==> config.mk <==
export PLATFORM = sky130hd
export DESIGN_NAME = json_string_unescape_utf8_core
export DESIGN_NICKNAME = d
export VERILOG_FILES = /design/src/hw/rtl/jsu_pkg.sv /design/src/hw/rtl/jsu_decode.sv /design/src/hw/rtl/jsu_out.sv /design/src/hw/rtl/json_string_unescape_utf8_core.sv
export SDC_FILE = /design/constraint.sdc
export NUM_CORES = 1
export LEC_CHECK = 0
export BUFFER_PORTS_ARGS = -buffer_cell sky130_fd_sc_hd__buf_2
export CAP_MARGIN = 25
export CORE_ASPECT_RATIO = 0.9
export CORE_MARGIN = 5
export CORE_UTILIZATION = 50
export DETAILED_ROUTE_END_ITERATION = 10
export GPL_ROUTABILITY_DRIVEN = 1
export PLACE_DENSITY = 0.71
export SLEW_MARGIN = 15
export SYNTH_ARGS = -nofsm -noshare
export SYNTH_HDL_FRONTEND = slang
export SYNTH_SLANG_ARGS = --single-unit
==> constraint.sdc <==
create_clock -name clock -period 2.9 [get_ports clock]
set_input_delay 0.145 -clock clock [delete_from_list [all_inputs] [get_ports clock]]
set_output_delay 0.145 -clock clock [all_outputs]
set_load 0.05 [all_outputs]
==> src/hw/rtl/jsu_pkg.sv <==
// Shared types and constants for the JSON string unescape core.
// Depends on nothing; used by jsu_decode, jsu_out and the top level.
package jsu_pkg;

   // Decoder phase codes
   localparam logic [2:0] PH_IDLE       = 3'd0;
   localparam logic [2:0] PH_BODY       = 3'd1;
   localparam logic [2:0] PH_ESC        = 3'd2;
   localparam logic [2:0] PH_HEX        = 3'd3;
   localparam logic [2:0] PH_DONE       = 3'd4;
   localparam logic [2:0] PH_ERR_ESC    = 3'd5;
   localparam logic [2:0] PH_ERR_QUOTE  = 3'd6;
   localparam logic [2:0] PH_ERR_UNTERM = 3'd7;

   // Reported status codes
   localparam logic [2:0] ST_RUNNING    = 3'd0;
   localparam logic [2:0] ST_CLOSED     = 3'd1;
   localparam logic [2:0] ST_BAD_ESC    = 3'd2;
   localparam logic [2:0] ST_NO_QUOTE   = 3'd3;
   localparam logic [2:0] ST_UNTERM     = 3'd4;

   // Characters of interest
   localparam logic [7:0] CH_QUOTE      = 8'h22;
   localparam logic [7:0] CH_BACKSLASH  = 8'h5C;
   localparam logic [7:0] CH_SLASH      = 8'h2F;
   localparam logic [7:0] CH_N          = 8'h6E;
   localparam logic [7:0] CH_T          = 8'h74;
   localparam logic [7:0] CH_R          = 8'h72;
   localparam logic [7:0] CH_B          = 8'h62;
   localparam logic [7:0] CH_F          = 8'h66;
   localparam logic [7:0] CH_U          = 8'h75;
   localparam logic [7:0] CTL_LF        = 8'h0A;
   localparam logic [7:0] CTL_TAB       = 8'h09;
   localparam logic [7:0] CTL_CR        = 8'h0D;
   localparam logic [7:0] CTL_BS        = 8'h08;
   localparam logic [7:0] CTL_FF        = 8'h0C;

   // UTF-8 encoding constants
   localparam logic [15:0] CP_ONE_LIMIT = 16'h0080;
   localparam logic [15:0] CP_TWO_LIMIT = 16'h0800;
   localparam logic [7:0]  UTF_LEAD2    = 8'hC0;
   localparam logic [7:0]  UTF_LEAD3    = 8'hE0;
   localparam logic [7:0]  UTF_CONT     = 8'h80;
   localparam logic [7:0]  UTF_CONT_MSK = 8'h3F;

   // All results caused by one input byte
   typedef struct packed {
      logic [7:0] byte0;
      logic [7:0] byte1;
      logic [7:0] byte2;
      logic [1:0] count;     // number of result beats, 1 to 3
      logic       has_byte;
      logic [2:0] status;
   } run_type;

endpackage

==> src/hw/rtl/jsu_decode.sv <==
// Decoder state machine and UTF-8 encoder for one input byte.
// Depends on jsu_pkg; updates its state when the held byte advances.
module jsu_decode (
   input  logic                clock,
   input  logic                reset,
   input  logic                advance,
   input  logic [7:0]          in_byte,
   input  logic                end_of_text,
   output jsu_pkg::run_type    run
);

   logic [2:0]  phase_ff, phase_in;
   logic [1:0]  hex_count_ff, hex_count_in;
   logic [15:0] code_point_ff, code_point_in;
   logic        hex_stopped_ff, hex_stopped_in;
   logic [1:0]  n_bytes;
   logic [7:0]  b0, b1, b2;
   logic        hex_ok;
   logic [3:0]  hex_val;
   logic [2:0]  status;

   always_comb begin
      hex_ok  = 1'b1;
      hex_val = 4'd0;
      if (in_byte >= 8'h30 && in_byte <= 8'h39) begin
         hex_val = in_byte[3:0];
      end else if ((in_byte >= 8'h61 && in_byte <= 8'h66) ||
                   (in_byte >= 8'h41 && in_byte <= 8'h46)) begin
         hex_val = 4'(in_byte[2:0] + 3'd1) + 4'd8;
      end else begin
         hex_ok = 1'b0;
      end
   end

   always_comb begin
      phase_in       = phase_ff;
      hex_count_in   = hex_count_ff;
      code_point_in  = code_point_ff;
      hex_stopped_in = hex_stopped_ff;
      n_bytes        = 2'd0;
      b0             = 8'd0;
      b1             = 8'd0;
      b2             = 8'd0;
      unique case (phase_ff)
         jsu_pkg::PH_IDLE: begin
            phase_in = (in_byte == jsu_pkg::CH_QUOTE) ? jsu_pkg::PH_BODY
                                                      : jsu_pkg::PH_ERR_QUOTE;
         end
         jsu_pkg::PH_BODY: begin
            if (in_byte == jsu_pkg::CH_QUOTE) begin
               phase_in = jsu_pkg::PH_DONE;
            end else if (in_byte == jsu_pkg::CH_BACKSLASH && !end_of_text) begin
               phase_in = jsu_pkg::PH_ESC;
            end else begin
               // a backslash on the last byte passes as a literal
               n_bytes = 2'd1;
               b0      = in_byte;
            end
         end
         jsu_pkg::PH_ESC: begin
            phase_in = jsu_pkg::PH_BODY;
            n_bytes  = 2'd1;
            unique case (in_byte)
               jsu_pkg::CH_QUOTE:     b0 = jsu_pkg::CH_QUOTE;
               jsu_pkg::CH_BACKSLASH: b0 = jsu_pkg::CH_BACKSLASH;
               jsu_pkg::CH_SLASH:     b0 = jsu_pkg::CH_SLASH;
               jsu_pkg::CH_N:         b0 = jsu_pkg::CTL_LF;
               jsu_pkg::CH_T:         b0 = jsu_pkg::CTL_TAB;
               jsu_pkg::CH_R:         b0 = jsu_pkg::CTL_CR;
               jsu_pkg::CH_B:         b0 = jsu_pkg::CTL_BS;
               jsu_pkg::CH_F:         b0 = jsu_pkg::CTL_FF;
               jsu_pkg::CH_U: begin
                  n_bytes        = 2'd0;
                  hex_count_in   = 2'd0;
                  code_point_in  = 16'd0;
                  hex_stopped_in = 1'b0;
                  phase_in       = jsu_pkg::PH_HEX;
               end
               default: begin
                  n_bytes  = 2'd0;
                  phase_in = jsu_pkg::PH_ERR_ESC;
               end
            endcase
         end
         jsu_pkg::PH_HEX: begin
            // only leading hex digits count; all four bytes are consumed
            if (!hex_stopped_ff && hex_ok) begin
               code_point_in = {code_point_ff[11:0], hex_val};
            end else begin
               hex_stopped_in = 1'b1;
            end
            if (hex_count_ff == 2'd3) begin
               if (code_point_in < jsu_pkg::CP_ONE_LIMIT) begin
                  n_bytes = 2'd1;
                  b0      = code_point_in[7:0];
               end else if (code_point_in < jsu_pkg::CP_TWO_LIMIT) begin
                  n_bytes = 2'd2;
                  b0      = jsu_pkg::UTF_LEAD2 | {3'd0, code_point_in[10:6]};
                  b1      = jsu_pkg::UTF_CONT |
                            (code_point_in[7:0] & jsu_pkg::UTF_CONT_MSK);
               end else begin
                  n_bytes = 2'd3;
                  b0      = jsu_pkg::UTF_LEAD3 | {4'd0, code_point_in[15:12]};
                  b1      = jsu_pkg::UTF_CONT |
                            (code_point_in[13:6] & jsu_pkg::UTF_CONT_MSK);
                  b2      = jsu_pkg::UTF_CONT |
                            (code_point_in[7:0] & jsu_pkg::UTF_CONT_MSK);
               end
               hex_count_in   = 2'd0;
               code_point_in  = 16'd0;
               hex_stopped_in = 1'b0;
               phase_in       = jsu_pkg::PH_BODY;
            end else begin
               hex_count_in = hex_count_ff + 2'd1;
            end
         end
         default: begin
            // final phases hold until reset
         end
      endcase

      if (end_of_text && (phase_in == jsu_pkg::PH_BODY ||
                          phase_in == jsu_pkg::PH_ESC ||
                          phase_in == jsu_pkg::PH_HEX)) begin
         phase_in = jsu_pkg::PH_ERR_UNTERM;
      end
   end

   always_comb begin
      unique case (phase_in)
         jsu_pkg::PH_DONE:       status = jsu_pkg::ST_CLOSED;
         jsu_pkg::PH_ERR_ESC:    status = jsu_pkg::ST_BAD_ESC;
         jsu_pkg::PH_ERR_QUOTE:  status = jsu_pkg::ST_NO_QUOTE;
         jsu_pkg::PH_ERR_UNTERM: status = jsu_pkg::ST_UNTERM;
         default:                status = jsu_pkg::ST_RUNNING;
      endcase
   end

   assign run.byte0    = b0;
   assign run.byte1    = b1;
   assign run.byte2    = b2;
   assign run.count    = (n_bytes == 2'd0) ? 2'd1 : n_bytes;
   assign run.has_byte = (n_bytes != 2'd0);
   assign run.status   = status;

   always_ff @(posedge clock) begin
      if (reset) begin
         phase_ff       <= jsu_pkg::PH_IDLE;
         hex_count_ff   <= 2'd0;
         code_point_ff  <= 16'd0;
         hex_stopped_ff <= 1'b0;
      end else if (advance) begin
         phase_ff       <= phase_in;
         hex_count_ff   <= hex_count_in;
         code_point_ff  <= code_point_in;
         hex_stopped_ff <= hex_stopped_in;
      end
   end

endmodule

==> src/hw/rtl/jsu_out.sv <==
// Result register: holds the beats of one input byte and sends them in order.
// Depends on jsu_pkg for the run type.
module jsu_out (
   input  logic                clock,
   input  logic                reset,
   input  logic                load,
   input  jsu_pkg::run_type    run_in,
   output logic                run_free,
   output logic                rsp_valid,
   input  logic                rsp_ready,
   output logic [7:0]          rsp_out_byte,
   output logic                rsp_byte_valid,
   output logic [2:0]          rsp_status,
   output logic                rsp_last_of_run
);

   jsu_pkg::run_type run_ff;
   logic             valid_ff;
   logic             last;
   logic             beat;

   assign last     = (run_ff.count == 2'd1);
   assign beat     = valid_ff && rsp_ready;
   assign run_free = !valid_ff || (beat && last);

   assign rsp_valid       = valid_ff;
   assign rsp_out_byte    = run_ff.byte0;
   assign rsp_byte_valid  = run_ff.has_byte;
   assign rsp_status      = last ? run_ff.status : jsu_pkg::ST_RUNNING;
   assign rsp_last_of_run = last;

   always_ff @(posedge clock) begin
      if (reset) begin
         valid_ff <= 1'b0;
      end else if (load) begin
         valid_ff <= 1'b1;
      end else if (beat && last) begin
         valid_ff <= 1'b0;
      end
   end

   always_ff @(posedge clock) begin
      if (load) begin
         run_ff <= run_in;
      end else if (beat && !last) begin
         // advance to the next byte of a multi-byte sequence
         run_ff.byte0 <= run_ff.byte1;
         run_ff.byte1 <= run_ff.byte2;
         run_ff.count <= run_ff.count - 2'd1;
      end
   end

endmodule

==> src/hw/rtl/json_string_unescape_utf8_core.sv <==
// Accepted input bytes pass the input register, then the result register.
// Throughput: one input byte per cycle while rsp_ready is high; a byte
// that decodes to a \u escape of two or three UTF-8 bytes holds the result
// register for that many beats. Reset (synchronous, active high) returns
// the decoder to awaiting the opening quote and empties the input and
// result registers. Depends on jsu_pkg, jsu_decode and jsu_out.
module json_string_unescape_utf8_core (
   input  logic        clock,
   input  logic        reset,
   input  logic        req_valid,
   output logic        req_ready,
   input  logic [7:0]  req_in_byte,
   input  logic        req_end_of_text,
   output logic        rsp_valid,
   input  logic        rsp_ready,
   output logic [7:0]  rsp_out_byte,
   output logic        rsp_byte_valid,
   output logic [2:0]  rsp_status,
   output logic        rsp_last_of_run
);

   logic             in_valid_ff, in_valid_in;
   logic [7:0]       in_byte_ff;
   logic             eot_ff;
   logic             run_free;
   logic             advance;
   logic             req_beat;
   jsu_pkg::run_type run;

   assign advance   = in_valid_ff && run_free;
   assign req_ready = !in_valid_ff || run_free;
   assign req_beat  = req_valid && req_ready;

   always_comb begin
      priority if (req_beat) begin
         in_valid_in = 1'b1;
      end else if (advance) begin
         in_valid_in = 1'b0;
      end else begin
         in_valid_in = in_valid_ff;
      end
   end

   always_ff @(posedge clock) begin
      if (reset) begin
         in_valid_ff <= 1'b0;
      end else begin
         in_valid_ff <= in_valid_in;
      end
   end

   always_ff @(posedge clock) begin
      if (req_beat) begin
         in_byte_ff <= req_in_byte;
         eot_ff     <= req_end_of_text;
      end
   end

   jsu_decode u_decode (
      .clock       (clock),
      .reset       (reset),
      .advance     (advance),
      .in_byte     (in_byte_ff),
      .end_of_text (eot_ff),
      .run         (run)
   );

   jsu_out u_out (
      .clock           (clock),
      .reset           (reset),
      .load            (advance),
      .run_in          (run),
      .run_free        (run_free),
      .rsp_valid       (rsp_valid),
      .rsp_ready       (rsp_ready),
      .rsp_out_byte    (rsp_out_byte),
      .rsp_byte_valid  (rsp_byte_valid),
      .rsp_status      (rsp_status),
      .rsp_last_of_run (rsp_last_of_run)
   );

endmodule

==> impl_metrics.env, run 1 <==
export IMPL_leakagePower_nw=1.55
export IMPL_rr_endpoint="u_out.run_ff[17]"
export IMPL_yosysSeqAreaShare_pct=44.6
export IMPL_dr_pass1_iters=5
export IMPL_crit_arrival_ns=2.83
export IMPL_setup_tns_final_ns=0
export IMPL_slew_headroom_pct=42.0
export IMPL_dieArea_mm2=0.00892
export IMPL_min_delay_start="req_valid"
export IMPL_final_core_util_pct=58.6
export IMPL_finalMaxSlewViolations=0
export IMPL_finalSetupViolations=0
export IMPL_num_io_pins=28
export IMPL_yosysWarnings=0
export IMPL_port_buffers=27
export IMPL_hpwl_um=6680
export IMPL_drt_iter0_markers=424
export IMPL_worstSetupPathType="reg -> reg"
export IMPL_wirelength_um=9170
export IMPL_drc=0
export IMPL_end_kind="register"
export IMPL_postCtsSetupRepairBufs=0
export IMPL_cap_violations=0
export IMPL_ctsHtreeMaxLevel=3
export IMPL_min_period_ns=2.74
export IMPL_fmaxAchievable_mhz=365
export IMPL_root_buffer="clkbuf_8"
export IMPL_n_antenna_cell=0
export IMPL_start_util_pct=50.9
export IMPL_syn_num_nets=374
export IMPL_coreArea_mm2=0.00700
export IMPL_synth_edf_count=37
export IMPL_rrSetupSlack_ns=0.16
export IMPL_std_cell_rows=29
export IMPL_synth_area_mm2=0.00357
export IMPL_final_common_cell="nor2_1"
export IMPL_antenna_found_initial=0
export IMPL_cts_tree="built"
export IMPL_yosysUniqueCellTypes=74
export IMPL_gp_congestion=0.966
export IMPL_worst_pin_slew_ns=0.869
export IMPL_cts_made_buffers=9
export IMPL_syn_to_final_growth_pct=15.1
export IMPL_vdd_drop_max_uv=317
export IMPL_hold_viol=0
export IMPL_grt_pass1_wl_um=15000
export IMPL_grt_max_degree=27
export IMPL_syn_inst=355
export IMPL_final_cell_mix="46 x nor2_1, 37 x edfxtp_1, 27 x buf_2"
export IMPL_drive_gt1_share_pct=20.0
export IMPL_rsz0062_at_grt="false"
export IMPL_worstPathMaxFanout=26
export IMPL_finalPower_w=0.00203
export IMPL_clk_path_buf_depth=2
export IMPL_skew_ns=0.00724
export IMPL_num_vias=3081
export IMPL_synth_top_cell_area_share_pct=31.2
export IMPL_async_flop_share_pct=0
export IMPL_cp_start_kind="register"
export IMPL_status="finished, final reports clean"
export IMPL_grt_pass1_vias=2860
export IMPL_ant_nets=0
export IMPL_cts_sinks=61
export IMPL_finalCritPeriodShare_pct=94.4
export IMPL_instances_no_fill=493
export IMPL_routedWlPerCell_um=18.6
export IMPL_synth_main_ff_cell="edfxtp_1"
export IMPL_powerDensity_mw_per_mm2=494
export IMPL_ys_top_cells_by_area="edfxtp_1 31%, dfxtp_1 13%, nor2_1 4.8%"
export IMPL_die_y_um=90.1
export IMPL_syn_area_per_cell_um2=10.0
export IMPL_synth_seq_cells=61
export IMPL_gr_usage_all_layers_pct=21.0
export IMPL_holdCritPathClass="in -> reg"
export IMPL_yosysTopAreaCell="edfxtp_1"
export IMPL_fin_hold_ws_ns=0.0435
export IMPL_worstSkewPairLatency_ns=0.34
export IMPL_whs_path_depth=3
export IMPL_crit_required_ns=3.00
export IMPL_num_nets_final=414
export IMPL_holdPathEnd="in_valid_ff"
export IMPL_die_width_um=99.0
export IMPL_gr_total_overflow=0
export IMPL_numPlacedInstances=468
export IMPL_viasPerCell=6.25
export IMPL_reg2reg_depth=9
export IMPL_reg2reg_from="in_byte_ff[0]"
export IMPL_clk_pin_slew_ns=0.07
-- routing by layer --
layer / global-route usage [%] / up-vias / part of all wire (%)
li1: - / 1455 / -
met1: 31.0 / 1451 / 46
met2: 30.4 / 160 / 44
met3: 4.95 / 15 / 7.8
met4: 6.26 / 0 / 1.9
met5: 0 / - / 0
-- worst max path at each step --
stage	cells past startpoint	start	to
2_1_floorplan	10	in_byte_ff[0]	u_out.rsp_out_byte[4]
3_3_place_gp	9	in_byte_ff[0]	u_out.run_ff[17]
3_5_place_dp	9	in_byte_ff[0]	u_out.run_ff[17]
4_1_cts	9	in_byte_ff[0]	u_out.run_ff[17]
5_1_grt	8	u_out.run_ff[5]	u_decode.code_point_ff[5]
6_report	9	in_byte_ff[0]	u_out.run_ff[17]
-- layout make-up --
| type | count | area, um2 |
|---|---|---|
| clock buffer | 10 | 128 |
| clock inverter | 6 | 55.1 |
| fill | 591 | 2900 |
| inverter | 9 | 33.8 |
| multi-input combinational | 261 | 1810 |
| sequential | 61 | 1590 |
| tap | 93 | 116 |
| timing repair buffer | 53 | 365 |
-- timing repair --
item	4_1_cts	5_1_grt
hold endpoints to repair	9	0
hold buffers	9	0
setup endpoints to repair	0	2
resized for setup	0	1
-- cells by family (layout without fill, tap and decap cells) --
| kind of cell | Yosys count | in the layout | share of synthesized area (%) |
|---|---|---|---|
| mux | 17 | 17 | 5.54 |
| simple gates | 129 | 129 | 19.1 |
| compound gates | 108 | 108 | 23.8 |
| fa+ha+maj | 6 | 6 | 2.11 |
| flops | 61 | 61 | 44.6 |
| xor+xnor | 1 | 1 | 0.246 |
| buf+inv | 33 | 78 | 4.60 |
-- sequential cells by signal, indices dropped and copies added, names as in the netlist --
name / cells
eot_ff: 1
u_out.rsp_valid: 1
u_decode.phase_ff: 3
in_byte_ff: 8
u_decode.hex_count_ff: 2
in_valid_ff: 1
u_decode.hex_stopped_ff: 1
u_out.run_ff: 19
u_decode.code_point_ff: 16
u_out.rsp_byte_valid: 1
u_out.rsp_out_byte: 8
-- report_power, final --
group / total (W) / switching [W] / internal [W]
Combinational: 0.000297 / 0.000190 / 0.000107
Clock: 0.000720 / 0.000332 / 0.000388
Sequential: 0.00101 / 0.0000384 / 0.000971
-- cell usage after synthesis (all sizes together) (5+ instances only) --
cell type	count
clkbuf	12
ha	6
a22o	6
buf	12
a22oi	11
nor4	7
nor3	11
nand2b	5
o21ai	7
a21oi	19
or4	6
and2	5
a2bb2oi	8
mux2i	11
a211oi	6
mux2	6
inv	8
nor2	47
dfxtp	24
nand2	26
a31oi	6
edfxtp	37
-- through the flow --
step	instance area [um2]	setup WS (ns)
final	4100	0.161
after global routing	4100	0.0546
after global placement	3830	0.214
after CTS	4100	0.114
after floorplan	3570	0.160
after detailed placement	3830	0.130
-- critical path, stage by stage, from the launching register on --
cell	delay (ns)
edfxtp_1	0.48
inv_1	0.12
ha_1	0.29
o21bai_2	0.12
a211oi_4	0.34
a21oi_2	0.08
buf_12	0.18
mux2_4	0.37
mux2_4	0.30
a22o_1	0.20
(Power assumes the default switching activity.)
==> run 2, diff against run 1 <==
Settings changed: CTS_BUF_LIST from default to sky130_fd_sc_hd__clkbuf_4.
==> impl_metrics.env, run 2 (synthesized netlist as in run 1, its figures left out) <==
export IMPL_status="finished, final reports clean"
export IMPL_final_cell_mix="46 x nor2_1, 37 x edfxtp_1, 27 x buf_2"
export IMPL_routedWlPerCell_um=18.6
export IMPL_drive_gt1_share_pct=20.2
export IMPL_worstSetupPathType="reg -> reg"
export IMPL_met3_usage_pct=5.50
export IMPL_cts_made_buffers=9
export IMPL_worstPathMaxFanout=26
export IMPL_hpwl_um=6680
export IMPL_finalSetupViolations=0
export IMPL_gr_total_overflow=0
export IMPL_min_period_ns=2.74
export IMPL_setup_worst_path_end="u_out.run_ff[17]"
export IMPL_rr_endpoint="u_out.run_ff[17]"
export IMPL_postCtsSetupRepairBufs=0
export IMPL_wirelength_um=9210
export IMPL_cp_start_kind="register"
export IMPL_reg2reg_depth=9
export IMPL_postPlaceCellArea_mm2=0.00383
export IMPL_drt_iter0_markers=434
export IMPL_finalCritPeriodShare_pct=94.4
export IMPL_final_core_util_pct=58.0
export IMPL_skew_ns=0.0145
export IMPL_final_common_cell="nor2_1"
export IMPL_gp_congestion=0.966
export IMPL_min_delay_start="rsp_ready"
export IMPL_rrSetupSlack_ns=0.16
export IMPL_met1_usage_pct=30.9
export IMPL_slew_headroom_pct=44.6
export IMPL_viasPerCell=6.26
export IMPL_cts_sinks=61
export IMPL_antenna_found_initial=0
export IMPL_holdCritPathClass="in -> reg"
export IMPL_die_width_um=99.0
export IMPL_startpoint="in_byte_ff[0]"
export IMPL_start_util_pct=50.9
export IMPL_setup_tns_final_ns=0
export IMPL_regMostFlops="u_out.run_ff"
export IMPL_num_nets_final=415
export IMPL_worst_pin_slew_ns=0.824
export IMPL_grt_max_degree=27
export IMPL_gr_usage_all_layers_pct=21.0
export IMPL_ant_nets=0
export IMPL_reg_top3="u_out.run_ff: 19 flops, u_decode.code_point_ff: 16 flops"
export IMPL_fin_area_mm2=0.00406
export IMPL_largest_reg_flops=19
export IMPL_crit_arrival_ns=2.91
export IMPL_reg2reg_from="in_byte_ff[0]"
export IMPL_powerDensity_mw_per_mm2=465
export IMPL_clk_path_buf_depth=2
export IMPL_end_kind="register"
export IMPL_cap_violations=0
export IMPL_met2_usage_pct=30.0
export IMPL_whs_path_depth=4
export IMPL_crit_required_ns=3.07
export IMPL_top_usage_layer="met1"
export IMPL_std_cell_rows=29
export IMPL_port_buffers=27
export IMPL_hold_viol=0
export IMPL_dieArea_mm2=0.00892
export IMPL_fmaxAchievable_mhz=365
export IMPL_num_vias=3091
export IMPL_coreArea_mm2=0.00700
export IMPL_cts_tree="built"
export IMPL_root_buffer="clkbuf_4"
export IMPL_die_y_um=90.1
export IMPL_grt_pass1_vias=2854
export IMPL_grt_pass1_wl_um=14900
export IMPL_num_io_pins=28
export IMPL_rsz0062_at_grt="false"
export IMPL_dr_pass1_iters=5
export IMPL_leakagePower_nw=1.53
export IMPL_instances_no_fill=494
export IMPL_drc=0
export IMPL_n_antenna_cell=0
export IMPL_ctsHtreeMaxLevel=3
export IMPL_vdd_drop_max_uv=285
export IMPL_finalMaxSlewViolations=0
export IMPL_syn_to_final_growth_pct=13.9
export IMPL_worstSkewPairLatency_ns=0.41
export IMPL_numPlacedInstances=468
export IMPL_clk_pin_slew_ns=0.10
export IMPL_finalPower_w=0.00189
==> run 2: per-stage QoR <==
stage | hold slack [ns] | setup slack (ns)
floorplan | 0.217 | 0.160
global placement | 0.321 | 0.214
detailed placement | 0.323 | 0.130
CTS | 0.0590 | 0.110
global route | 0.120 | 0.0466
finish | 0.0864 | 0.162
==> run 2: cell type report <==
class,count,area [um2]
clock buffer,10,75.1
sequential,61,1590
clock inverter,6,55.1
tap,93,116
multi-input combinational,261,1810
fill,600,2940
inverter,9,33.8
timing repair buffer,54,375
==> run 2: worst max-delay path: stages, from the launching register on <==
cell	delay [ns]
edfxtp_1	0.50
inv_1	0.12
ha_1	0.28
o21bai_2	0.12
a211oi_4	0.33
a21oi_2	0.08
buf_12	0.18
mux2_4	0.37
mux2_4	0.31
a22o_1	0.20
==> run 2: worst min-delay path by stage <==
stage / slack [ns] / end
global route: 0.12 / u_out.rsp_valid
floorplan: 0.22 / u_decode.phase_ff[1]
detailed placement: 0.32 / in_byte_ff[7]
finish: 0.09 / u_out.rsp_valid
CTS: 0.06 / u_out.rsp_valid
global placement: 0.32 / in_byte_ff[7]
==> run 2: metal layers <==
metal | share of wire [%] | wire length, um
met5 | 0 | 0
met4 | 2.2 | 206
met3 | 8.1 | 742
met2 | 43 | 4000
met1 | 46 | 4260
==> run 2: repair_timing <==
item	CTS	global route
setup endpoints to repair	0	2
resized for setup	0	1
endpoints found under the hold margin	10	0
hold buffers	10	0
==> run 2: where the power goes <==
part | total, W | internal (W) | switching (W)
Clock | 0.000583 | 0.000264 | 0.000319
Combinational | 0.000298 | 0.000108 | 0.000189
Sequential | 0.00101 | 0.000970 | 0.0000385
==> run 3, diff against run 2 <==
Settings changed: CORE_MARGIN 5 to 2, CORE_UTILIZATION 50 to 56, PLACE_DENSITY 0.71 to default, PLACE_DENSITY_LB_ADDON from default to 0.12.
==> impl_metrics.env, run 3 (synthesized netlist as in run 1, its figures left out) <==
export IMPL_ctsHtreeMaxLevel=3
export IMPL_worstSkewPairLatency_ns=0.43
export IMPL_worstPathMaxFanout=26
export IMPL_crit_required_ns=3.08
export IMPL_finalCritPeriodShare_pct=93.4
export IMPL_slew_headroom_pct=39.7
export IMPL_finalSetupViolations=0
export IMPL_num_nets_final=416
export IMPL_die_y_um=79.7
export IMPL_whs_path_depth=4
export IMPL_gp_congestion=0.985
export IMPL_finalPower_w=0.00201
export IMPL_syn_to_final_growth_pct=14.8
export IMPL_startpoint="in_byte_ff[0]"
export IMPL_final_common_cell="nor2_1"
export IMPL_coreArea_mm2=0.00615
export IMPL_grt_max_degree=27
export IMPL_setup_tns_final_ns=0
export IMPL_wl_met1_um=4060
export IMPL_leakagePower_nw=1.56
export IMPL_n_antenna_cell=0
export IMPL_powerDensity_mw_per_mm2=492
export IMPL_hpwl_um=6340
export IMPL_cts_sinks=61
export IMPL_slowest_stage="mux2i_1"
export IMPL_fin_hold_ws_ns=0.105
export IMPL_port_buffers=27
export IMPL_routedWlPerCell_um=18.0
export IMPL_cap_violations=0
export IMPL_min_delay_start="rsp_ready"
export IMPL_reg2reg_depth=9
export IMPL_reg2reg_from="in_byte_ff[0]"
export IMPL_grt_pass1_vias=2724
export IMPL_skew_ns=0.0158
export IMPL_ant_nets=0
export IMPL_critPathBufInv=2
export IMPL_dr_pass1_iters=5
export IMPL_dp_slack_ns=0.262
export IMPL_crit_arrival_ns=2.89
export IMPL_postPlaceCellArea_mm2=0.00383
export IMPL_hold_viol=0
export IMPL_clk_pin_slew_ns=0.11
export IMPL_largest_reg_flops=19
export IMPL_wl_met3_um=773
export IMPL_grt_pass1_wl_um=14100
export IMPL_holdCritPathClass="in -> reg"
export IMPL_rrSetupSlack_ns=0.19
export IMPL_die_width_um=88.1
export IMPL_regMostFlops="u_out.run_ff"
export IMPL_std_cell_rows=27
export IMPL_dieArea_mm2=0.00702
export IMPL_antenna_found_initial=0
export IMPL_cts_made_buffers=9
export IMPL_cp_depth=9
export IMPL_rr_endpoint="u_out.rsp_out_byte[1]"
export IMPL_end_kind="register"
export IMPL_num_io_pins=28
export IMPL_worst_pin_slew_ns=0.903
export IMPL_worstSetupPathType="reg -> reg"
export IMPL_root_buffer="clkbuf_4"
export IMPL_clk_path_buf_depth=2
export IMPL_gr_total_overflow=0
export IMPL_routed_top_layer="met4"
export IMPL_vdd_drop_max_uv=244
export IMPL_final_cell_mix="46 x nor2_1, 37 x edfxtp_1, 27 x buf_2"
export IMPL_drt_iter0_markers=230
export IMPL_postCtsSetupRepairBufs=0
export IMPL_num_vias=3016
export IMPL_wl_met2_um=3900
export IMPL_cp_start_kind="register"
export IMPL_drc=0
export IMPL_status="finished, final reports clean"
export IMPL_wirelength_um=8800
export IMPL_drive_gt1_share_pct=20.6
export IMPL_max_stage_delay_ns=0.41
export IMPL_fmaxAchievable_mhz=369
export IMPL_min_period_ns=2.71
export IMPL_cp_top_family="compound AO/OA/AOI/OAI gates"
export IMPL_holdPathEnd="u_out.rsp_valid"
export IMPL_n_fill_cell=491
export IMPL_start_util_pct=58.0
export IMPL_finalMaxSlewViolations=0
export IMPL_gr_usage_all_layers_pct=26.9
export IMPL_viasPerCell=6.17
export IMPL_fin_area_mm2=0.00409
export IMPL_reg_top3="u_out.run_ff: 19 flops, u_decode.code_point_ff: 16 flops"
export IMPL_path_cells="inv_1, ha_1, o21bai_1, a211oi_4, a21oi_2, buf_12, mux2i_1, o211ai_1, a221o_1"
export IMPL_rsz0062_at_grt="false"
export IMPL_timing_final_ws_setup_ns=0.190
export IMPL_cts_tree="built"
==> run 3: how the worst max path moves through the flow <==
| stage | slack, ns | end |
|---|---|---|
| 6_report | 0.19 | u_out.rsp_out_byte[1] |
| 4_1_cts | 0.23 | u_out.rsp_out_byte[1] |
| 3_5_place_dp | 0.26 | u_out.run_ff[17] |
| 2_1_floorplan | 0.16 | u_out.rsp_out_byte[4] |
| 3_3_place_gp | 0.32 | u_out.rsp_out_byte[1] |
| 5_1_grt | 0.03 | u_out.rsp_out_byte[1] |
==> run 3: cell type report <==
class	instances	area [um2]	share of cell area [%]
Clock buffer	9	67.6	1.65
Clock inverter	7	98.8	2.41
Inverter	9	33.8	0.825
Multi-Input combinational cell	261	1810	44.2
Sequential cell	61	1590	38.9
Tap cell	87	109	2.66
Timing Repair Buffer	55	383	9.35
==> run 3: per-layer routing <==
| metal | vias up | track usage [%] |
|---|---|---|
| li1 | 1464 | - |
| met1 | 1415 | 39.9 |
| met2 | 131 | 38.6 |
| met3 | 6 | 8.07 |
| met4 | 0 | 6.36 |
| met5 | - | 0 |
==> run 3: repair_timing <==
action                    in CTS  in global routing
hold endpoints to repair      10                  0
gates resized for setup        0                  0
hold buffers                  10                  0
==> run 3: worst min-delay path: cells and delay by family <==
| kind | cells | cell delay [ns] |
|---|---|---|
| AO/OA/AOI/OAI | 1 | 0.10 |
| buffers and inverters | 1 | 0.09 |
| AND/OR/NAND/NOR | 2 | 0.15 |
==> run 3: per-stage QoR <==
stage / std cells / util (%)
after floorplan: 355 / -
after global placement: 463 / 62.3
after detailed placement: 463 / 62.3
after CTS: 489 / 66.6
after global routing: 489 / 66.6
final: 489 / 66.6
==> run 3: report_power, final <==
part	internal, W	switching (W)	leakage (nW)	total, W
Clock	0.000353	0.000353	0.0865	0.000706
Combinational	0.000111	0.000193	0.913	0.000304
Sequential	0.000970	0.0000328	0.558	0.00100
